**src/rtl/delta_r_nearest_match_macros.svh**
```systemverilog
// Assertion helpers shared by the block's checking code.
`ifndef DELTA_R_NEAREST_MATCH_MACROS_SVH
`define DELTA_R_NEAREST_MATCH_MACROS_SVH

// Same-cycle implication, checked outside reset.
`define DRNM_ASSERT_IMPL(label, ante, cons) \
  label: assert property (@(posedge clk) disable iff (!rst_n) (ante) |-> (cons)) \
    else $error("delta_r_nearest_match: same-cycle check failed");

// Next-cycle implication, checked outside reset.
`define DRNM_ASSERT_NEXT(label, ante, cons) \
  label: assert property (@(posedge clk) disable iff (!rst_n) (ante) |=> (cons)) \
    else $error("delta_r_nearest_match: next-cycle check failed");

`endif

```
**src/rtl/drnm_pkg.sv**
```systemverilog
package drnm_pkg;

  // Field widths
  localparam int ETA_W  = 13;
  localparam int PHI_W  = 12;
  localparam int KIND_W = 2;
  localparam int IDX_W  = 7;
  localparam int DIST_W = 26;
  localparam int REF_W  = ETA_W + PHI_W;
  localparam int CFG_AW = 3;
  localparam int CFG_DW = 32;

  // Item kinds
  localparam logic [KIND_W-1:0] KIND_START = 2'd0;
  localparam logic [KIND_W-1:0] KIND_LOAD  = 2'd1;
  localparam logic [KIND_W-1:0] KIND_QUERY = 2'd2;

  // Register word index (paddr bit 2 selects the word)
  localparam logic REG_LIMIT = 1'b0;

  // Arithmetic constants, LSB pi/2048
  localparam logic [PHI_W-1:0]  PHI_PI      = 12'd2048;
  localparam logic [PHI_W:0]    PHI_TWO_PI  = 13'd4096;
  localparam logic [DIST_W-1:0] DIST_MAX    = 26'h3FF_FFFF;
  localparam logic [DIST_W-1:0] LIMIT_RESET = 26'd17005;
  localparam logic [IDX_W-1:0]  NO_MATCH    = 7'h7F;

  // Read request tag that travels with the stored entry
  typedef struct packed {
    logic             valid;
    logic [IDX_W-1:0] idx;
  } ref_tag_t;

  // Distance result and pipeline status
  typedef struct packed {
    logic              busy;
    logic              valid;
    logic [IDX_W-1:0]  idx;
    logic [DIST_W-1:0] dist_sq;
  } dist_res_t;

endpackage

```
**src/rtl/drnm_ref_mem.sv**
```systemverilog
module drnm_ref_mem #(
  parameter int DEPTH = 64,
  localparam int AW = (DEPTH > 1) ? $clog2(DEPTH) : 1
) (
  input  logic                       clk,
  input  logic                       rst_n,
  input  logic                       wr_en,
  input  logic [AW-1:0]              wr_addr,
  input  logic [drnm_pkg::REF_W-1:0] wr_data,
  input  drnm_pkg::ref_tag_t         rd_tag,
  input  logic [AW-1:0]              rd_addr,
  output logic [drnm_pkg::REF_W-1:0] rd_data,
  output drnm_pkg::ref_tag_t         rd_tag_q
);

  logic [drnm_pkg::REF_W-1:0] mem [DEPTH];
  logic [drnm_pkg::REF_W-1:0] rd_data_r;
  drnm_pkg::ref_tag_t         rd_tag_r;

  // Write one entry per load
  always_ff @(posedge clk) begin
    if (wr_en) begin
      mem[wr_addr] <= wr_data;
    end
  end

  // Registered read, tag follows the data
  always_ff @(posedge clk) begin
    if (rd_tag.valid) begin
      rd_data_r <= mem[rd_addr];
    end
  end

  always_ff @(posedge clk) begin
    if (!rst_n) begin
      rd_tag_r <= '0;
    end else begin
      rd_tag_r <= rd_tag;
    end
  end

  assign rd_data  = rd_data_r;
  assign rd_tag_q = rd_tag_r;

endmodule

```
**src/rtl/drnm_dist.sv**
```systemverilog
module drnm_dist (
  input  logic                              clk,
  input  logic                              rst_n,
  input  logic signed [drnm_pkg::ETA_W-1:0] q_eta,
  input  logic signed [drnm_pkg::PHI_W-1:0] q_phi,
  input  logic [drnm_pkg::REF_W-1:0]        ref_data,
  input  drnm_pkg::ref_tag_t                tag_in,
  output drnm_pkg::dist_res_t               res
);

  localparam int EW = drnm_pkg::ETA_W;
  localparam int PW = drnm_pkg::PHI_W;
  localparam int DW = drnm_pkg::DIST_W;

  logic [EW-1:0] r_eta;
  logic [PW-1:0] r_phi;
  logic [EW:0]   de;
  logic [EW:0]   de_neg;
  logic [EW-1:0] ae;
  logic [PW:0]   dp;
  logic [PW:0]   dp_neg;
  logic [PW-1:0] ap_raw;
  logic [PW:0]   ap_wrap;
  logic [PW-1:0] ap;
  logic [DW:0]   sum;

  logic [EW-1:0]           ae_r;
  logic [PW-1:0]           ap_r;
  logic [2*EW-1:0]         ae2_r;
  logic [2*PW-1:0]         ap2_r;
  logic [DW-1:0]           dist_r;
  logic [drnm_pkg::IDX_W-1:0] idx1_r, idx2_r, idx3_r;
  logic                    v1_r, v2_r, v3_r;

  assign r_eta = ref_data[drnm_pkg::REF_W-1:PW];
  assign r_phi = ref_data[PW-1:0];

  // Absolute eta difference
  assign de     = {q_eta[EW-1], q_eta} - {r_eta[EW-1], r_eta};
  assign de_neg = -de;
  assign ae     = de[EW] ? de_neg[EW-1:0] : de[EW-1:0];

  // Absolute phi difference, folded about pi
  assign dp      = {q_phi[PW-1], q_phi} - {r_phi[PW-1], r_phi};
  assign dp_neg  = -dp;
  assign ap_raw  = dp[PW] ? dp_neg[PW-1:0] : dp[PW-1:0];
  assign ap_wrap = drnm_pkg::PHI_TWO_PI - {1'b0, ap_raw};
  assign ap      = (ap_raw > drnm_pkg::PHI_PI) ? ap_wrap[PW-1:0] : ap_raw;

  // Sum of squares, saturated
  assign sum = {1'b0, ae2_r} + {{(DW + 1 - 2*PW){1'b0}}, ap2_r};

  // Stage data: differences, squares, saturated sum
  always_ff @(posedge clk) begin
    ae_r   <= ae;
    ap_r   <= ap;
    idx1_r <= tag_in.idx;
    ae2_r  <= ae_r * ae_r;
    ap2_r  <= ap_r * ap_r;
    idx2_r <= idx1_r;
    dist_r <= sum[DW] ? drnm_pkg::DIST_MAX : sum[DW-1:0];
    idx3_r <= idx2_r;
  end

  // Advance stage valids
  always_ff @(posedge clk) begin
    if (!rst_n) begin
      v1_r <= 1'b0;
      v2_r <= 1'b0;
      v3_r <= 1'b0;
    end else begin
      v1_r <= tag_in.valid;
      v2_r <= v1_r;
      v3_r <= v2_r;
    end
  end

  assign res.busy    = tag_in.valid | v1_r | v2_r | v3_r;
  assign res.valid   = v3_r;
  assign res.idx     = idx3_r;
  assign res.dist_sq = dist_r;

endmodule

```
**src/rtl/delta_r_nearest_match.sv**
```systemverilog
// Nearest reference object by squared angular distance. Start items clear the
// reference list, load items append (eta, phi) at the next free entry of a
// MAX_REFS-deep memory and are dropped once it is full, query items return the
// lowest index of minimum deta^2 + dphi^2 (dphi folded about pi, angles in
// units of pi/2048) and report a match only when that minimum is strictly below
// the limit register at byte address 0. During a query the memory read port
// delivers one stored object per cycle into the distance pipeline, which then
// drains before the result is registered; an empty list skips the scan.
// A finished result waits in the output register while the next item is
// taken; a query that finishes while that register is still full holds
// until it is taken.
`include "delta_r_nearest_match_macros.svh"

module delta_r_nearest_match #(
  parameter int MAX_REFS = 64
) (
  input  logic                                clk,
  input  logic                                rst_n,
  // Input items
  input  logic                                in_valid,
  output logic                                in_stall,
  input  logic [drnm_pkg::KIND_W-1:0]         in_kind,
  input  logic signed [drnm_pkg::ETA_W-1:0]   in_eta,
  input  logic signed [drnm_pkg::PHI_W-1:0]   in_phi,
  // Result items
  output logic                                out_valid,
  input  logic                                out_stall,
  output logic signed [drnm_pkg::IDX_W-1:0]   out_match_index,
  output logic                                out_found,
  output logic [drnm_pkg::DIST_W-1:0]         out_best_dist_sq,
  // Configuration
  input  logic                                psel,
  input  logic                                penable,
  input  logic                                pwrite,
  input  logic [drnm_pkg::CFG_AW-1:0]         paddr,
  input  logic [drnm_pkg::CFG_DW-1:0]         pwdata,
  output logic [drnm_pkg::CFG_DW-1:0]         prdata,
  output logic                                pready
);

  localparam int AW = (MAX_REFS > 1) ? $clog2(MAX_REFS) : 1;
  localparam int CW = $clog2(MAX_REFS + 1);
  localparam int DW = drnm_pkg::DIST_W;
  localparam int IW = drnm_pkg::IDX_W;

  typedef enum logic [1:0] {
    S_IDLE,
    S_SCAN,
    S_DRAIN
  } state_t;

  state_t state_r;

  logic [CW-1:0] ref_count_r;
  logic [CW-1:0] scan_k_r;
  logic [DW-1:0] limit_r;
  logic [DW-1:0] best_r;
  logic [IW-1:0] best_idx_r;
  logic signed [drnm_pkg::ETA_W-1:0] q_eta_r;
  logic signed [drnm_pkg::PHI_W-1:0] q_phi_r;

  logic                 out_valid_r;
  logic [IW-1:0]        out_match_index_r;
  logic                 out_found_r;
  logic [DW-1:0]        out_best_dist_sq_r;

  logic                 in_take;
  logic                 is_load;
  logic                 is_query;
  logic                 wr_en;
  logic                 out_take;
  logic                 out_free;
  logic                 finish;
  logic                 last_read;
  logic                 best_found;
  logic [CW-1:0]        scan_k_inc;

  drnm_pkg::ref_tag_t         rd_tag;
  drnm_pkg::ref_tag_t         rd_tag_q;
  logic [drnm_pkg::REF_W-1:0] rd_data;
  drnm_pkg::dist_res_t        res;

  // Handshake decode
  assign in_stall  = (state_r != S_IDLE);
  assign in_take   = in_valid && !in_stall;
  assign is_load   = in_take && (in_kind == drnm_pkg::KIND_LOAD);
  assign is_query  = in_take && (in_kind == drnm_pkg::KIND_QUERY);
  assign wr_en     = is_load && (ref_count_r < CW'(MAX_REFS));
  assign out_take  = out_valid_r && !out_stall;
  assign out_free  = !out_valid_r || !out_stall;

  // Scan control
  assign scan_k_inc = CW'(scan_k_r + 1'b1);
  assign last_read  = (scan_k_inc == ref_count_r);
  assign finish     = (state_r == S_DRAIN) && !rd_tag_q.valid && !res.busy && out_free;
  assign best_found = (best_r < limit_r);

  assign rd_tag.valid = (state_r == S_SCAN);
  assign rd_tag.idx   = IW'(scan_k_r);

  drnm_ref_mem #(
    .DEPTH(MAX_REFS)
  ) u_mem (
    .clk      (clk),
    .rst_n    (rst_n),
    .wr_en    (wr_en),
    .wr_addr  (ref_count_r[AW-1:0]),
    .wr_data  ({in_eta, in_phi}),
    .rd_tag   (rd_tag),
    .rd_addr  (scan_k_r[AW-1:0]),
    .rd_data  (rd_data),
    .rd_tag_q (rd_tag_q)
  );

  drnm_dist u_dist (
    .clk      (clk),
    .rst_n    (rst_n),
    .q_eta    (q_eta_r),
    .q_phi    (q_phi_r),
    .ref_data (rd_data),
    .tag_in   (rd_tag_q),
    .res      (res)
  );

  // Sequencer, list count and result register
  always_ff @(posedge clk) begin
    if (!rst_n) begin
      state_r     <= S_IDLE;
      ref_count_r <= '0;
      scan_k_r    <= '0;
      out_valid_r <= 1'b0;
    end else begin
      if (out_take && !finish) begin
        out_valid_r <= 1'b0;
      end
      unique case (state_r)
        S_IDLE: begin
          if (in_take && (in_kind == drnm_pkg::KIND_START)) begin
            ref_count_r <= '0;
          end
          if (wr_en) begin
            ref_count_r <= CW'(ref_count_r + 1'b1);
          end
          if (is_query) begin
            scan_k_r <= '0;
            state_r  <= (ref_count_r == '0) ? S_DRAIN : S_SCAN;
          end
        end
        S_SCAN: begin
          scan_k_r <= scan_k_inc;
          if (last_read) begin
            state_r <= S_DRAIN;
          end
        end
        S_DRAIN: begin
          if (finish) begin
            out_valid_r        <= 1'b1;
            out_found_r        <= best_found;
            out_match_index_r  <= best_found ? best_idx_r : drnm_pkg::NO_MATCH;
            out_best_dist_sq_r <= best_r;
            state_r            <= S_IDLE;
          end
        end
        default: begin
          state_r <= S_IDLE;
        end
      endcase
    end
  end

  // Hold the query and track the running minimum; ties keep the lower index
  always_ff @(posedge clk) begin
    if (is_query) begin
      q_eta_r    <= in_eta;
      q_phi_r    <= in_phi;
      best_r     <= drnm_pkg::DIST_MAX;
      best_idx_r <= '0;
    end else if (res.valid && (res.dist_sq < best_r)) begin
      best_r     <= res.dist_sq;
      best_idx_r <= res.idx;
    end
  end

  // Limit register
  always_ff @(posedge clk) begin
    if (!rst_n) begin
      limit_r <= drnm_pkg::LIMIT_RESET;
    end else if (psel && penable && pwrite && (paddr[2] == drnm_pkg::REG_LIMIT)) begin
      limit_r <= pwdata[DW-1:0];
    end
  end

  assign pready = 1'b1;
  assign prdata = (paddr[2] == drnm_pkg::REG_LIMIT) ?
                  {{(drnm_pkg::CFG_DW - DW){1'b0}}, limit_r} : '0;

  assign out_valid        = out_valid_r;
  assign out_match_index  = out_match_index_r;
  assign out_found        = out_found_r;
  assign out_best_dist_sq = out_best_dist_sq_r;

  // Checks
  `DRNM_ASSERT_IMPL(a_count_bound, 1'b1, ref_count_r <= CW'(MAX_REFS))
  `DRNM_ASSERT_IMPL(a_read_in_list, rd_tag.valid, scan_k_r < ref_count_r)
  `DRNM_ASSERT_NEXT(a_found_below, finish && best_found, out_found && out_best_dist_sq < limit_r)
  `DRNM_ASSERT_IMPL(a_miss_code, out_valid && !out_found, out_match_index_r == drnm_pkg::NO_MATCH)

endmodule

```
**config.mk**
```make
export PLATFORM = sky130hd
export DESIGN_NAME = delta_r_nearest_match
export DESIGN_NICKNAME = d
export VERILOG_FILES = /design/src/rtl/drnm_pkg.sv /design/src/rtl/drnm_ref_mem.sv /design/src/rtl/drnm_dist.sv /design/src/rtl/delta_r_nearest_match.sv
export VERILOG_INCLUDE_DIRS = /design/src /design/src/rtl
export SDC_FILE = /design/constraint.sdc
export NUM_CORES = 2
export LEC_CHECK = 0
export ABC_AREA = 1
export BUFFER_PORTS_ARGS = -buffer_cell sky130_fd_sc_hd__buf_2
export CAP_MARGIN = 20
export CORE_UTILIZATION = 50
export DETAILED_ROUTE_END_ITERATION = 16
export PLACE_DENSITY = 0.66
export SETUP_SLACK_MARGIN = 0.3
export SLEW_MARGIN = 25
export SYNTH_ARGS = -nofsm -noshare
export SYNTH_HDL_FRONTEND = slang
export SYNTH_SLANG_ARGS = --single-unit
```
**constraint.sdc**
```tcl
create_clock -name clk -period 15.9 [get_ports clk]
set_clock_uncertainty 0.2 [all_clocks]
set_input_delay 0.795 -clock clk [delete_from_list [all_inputs] [get_ports clk]]
set_output_delay 0.795 -clock clk [all_outputs]
set_load 0.03 [all_outputs]
```
==> out/results.txt <==
HP Start: pwdata[21]
total number of vias: 55400
Die Y: 412 µm
post-DR wirelength/cell: 21.9 µm
Critical Path Source Type: flop
Layout Cells excl Fill: 9628
total CTS buffers: 192
Worst-Margin Slew: 1130 ps
Cells after Synth: 7203
synth top area cells: edfxtp_1, o21ai_0, nor2_1
initial antenna violation count: 3
CP max FO: 196
setup bufs post-CTS: 0
hold crit path type: input pin to flop
gpl congestion: 0.881
Worst Path Required: 16390 ps
worst relative slew slack: 23.8%
drc violations: 0
clock tree from TritonCTS: built
core area: 167000 µm²
Max Cap Viol: 0
routing usage on met2: 39.3%
placed cells: 9257
number of DRC markers in iteration 0: 6075
Clock Tree Buf Depth: 3
worst-case vdd ir drop: 0.285 mV
Worst setup EP type: flop
Synth cell types: 57
Yosys top cell area share: 60.1%
r2r startpoint: scan_k_r[0]$_SDFFE_PN0P_
syn avg cell area: 11.7 µm²
gr busiest metal: met2
vias in the first global route: 52500
FP Rows: 150
DRT Wirelength: 211000 µm
yosys warns: 0
Post-synth ARST share: 0%
Finished Core Util: 56.1%
CTS root buf: clkbuf_16
Clock transition at path regs: 60 ps
final setup violation count: 0
fill count: 13600
Final Max Tran Viols: 0
grt total ovfl: 0
final number of hold-violating endpoints: 0
status: finished, final reports clean
register area: 54700 µm²
number of flops mapped to enable cells by yosys: 1684
largest net degree at the start of global routing: 197
CP arrival: 6560 ps
DIE WIDTH: 412 µm
kind of critical path: flop to flop
Yosys reg bits: 1891
DIE AREA: 170000 µm²
final worst-path cycle share: 38.2%
unrepaired setup endpoints after global routing: false
Area Overhead vs Synth: 11.5%
fin nets: 7737
PwrDens: 157 nW/µm²
Clock Latency Late Sink: 840 ps
setup TNS: 0 ps
Resized Gates After CTS: 0
Vias/cell: 5.75
first-pass GRT wire length: 316000 µm
Critical path origin: scan_k_r[0]$_SDFFE_PN0P_
Period minus WS final: 6070 ps
Post-DRT Antenna Nets: 0
GRT Resource Usage Total: 24.5%
layout cells sized above 1: 9.10%
Leak: 34.8 nW
synthesized area: 84100 µm²
sequential-to-total area share from yosys stat: 65.0%
met1 usage: 34.1%
met3 Use GR: 4.01%
ys flop type: edfxtp_1
Starting Density: 50.4%
fmax: 165 MHz
IO Port Bufs: 122
hpwl dp: 121000 µm
Top Ports: 138
H-Tree Depth: 4
Multi-input gate area: 25800 µm²
Sink Count: 1891
cell taking the most area after synthesis: edfxtp_1
drt pass-1 iters: 6
-- cell families after synthesis --
group / count (synthesis) / share of synthesized area, %
fa+ha+maj: 408 / 7.64
buf+inv: 1019 / 4.68
compound gates: 1843 / 12.3
simple gates: 1935 / 9.23
xor+xnor: 105 / 1.09
other cells: 2 / 0.00893
flops: 1891 / 65.0
-- through the flow --
| stage | setup slack (ps) | instance area, µm² | power, mW | hold WS, ps |
|---|---|---|---|---|
| after floorplan | 10460 | 84100 | 9.39 | 110 |
| after detailed placement | 9830 | 87500 | 10.5 | 112 |
| final | 9830 | 93800 | 14.7 | 57.2 |
| after global routing | 9420 | 93800 | 15.7 | 42.9 |
| after global placement | 9850 | 87200 | 10.5 | 111 |
| after CTS | 9810 | 93700 | 14.8 | 5.02 |
-- registers in the layout, indices dropped and copies added, names as in the netlist, 8 cells and up --
signal and count:
best_r 26, limit_r 26, out_best_dist_sq 26, q_eta_r 13, q_phi_r 12, u_dist.ae2_r 25
u_dist.ae_r 13, u_dist.ap2_r 23, u_dist.ap_r 12, u_dist.dist_r 26, u_mem.mem 1600, u_mem.rd_data 25
u_mem.rd_tag_q 8
-- area by class of cell --
cell class              instances  share of cell area, %
diodes                          4                 0.0107
clock buffers                 238                   5.43
clock inverters               116                   1.04
inverters                     608                   2.46
multi-input cells            4298                   27.5
flip-flops and latches       1891                   58.4
well taps                    2204                   2.94
repair buffers                269                   2.25
-- critical path, stage by stage (launching register included) --
cell and delay, ps:
dfxtp_4 540, inv_8 510, buf_4 660, buf_12 650, buf_4 650, buf_4 810, o21ai_0 220, o22ai_1 210
nor2_1 80, o22ai_1 600, o211ai_1 340, nand2_1 130
-- worst paths after layout --
kind                                                     to  slack, ps  cells after the start
worst max-delay path            u_mem.rd_data[20]$_DFFE_PP_       9830                     11
worst min-delay path               limit_r[21]$_SDFFE_PN0P_         60                      3
worst max register to register  u_mem.rd_data[20]$_DFFE_PP_       9830                     11
worst min register to register     u_dist.idx1_r[4]$_DFF_P_        120                      0
-- repair_timing --
action / 4_1_cts / 5_1_grt
endpoints found under the setup margin: 0 / 0
endpoints found under the hold margin: 9 / 0
hold buffers: 9 / 0
-- routing by layer --
metal | up-vias | wire [µm]
met1 | 27100 | 88900
met2 | 2266 | 98200
met3 | 346 | 17400
met4 | 4 | 6550
met5 | - | 22
li1 | 25700 | -
-- cells in the final DEF, fill, tap and decap left out, types with 122 or more instances in the layout --
cell / n
fa_1: 176
edfxtp_1: 1684
nor2_1: 1129
o21ai_0: 1063
inv_1: 594
ha_1: 232
clkbuf_16: 194
dfxtp_1: 202
o22ai_1: 429
nand2_1: 514
a21oi_1: 151
buf_2: 122
-- Yosys cell counts (20+ instances only) --
master,instances
edfxtp_1,1684
nor2_1,1195
o21ai_0,1064
inv_1,596
nand2_1,514
o22ai_1,429
clkbuf_1,350
ha_1,232
dfxtp_1,207
fa_1,176
a21oi_1,151
nand3_1,115
o211ai_1,75
xor2_1,75
o221ai_1,57
buf_2,44
xnor2_1,30
nand4_1,24
nor3_1,21
nand2_2,20
-- where the power goes --
part / leakage (nW) / total [mW] / switching [mW] / internal, mW
clock network: 2.96 / 4.33 / 1.90 / 2.43
logic: 15.0 / 4.67 / 2.85 / 1.82
registers: 16.8 / 5.72 / 0.105 / 5.61
No activity file was read; power rests on OpenSTA's default activity.
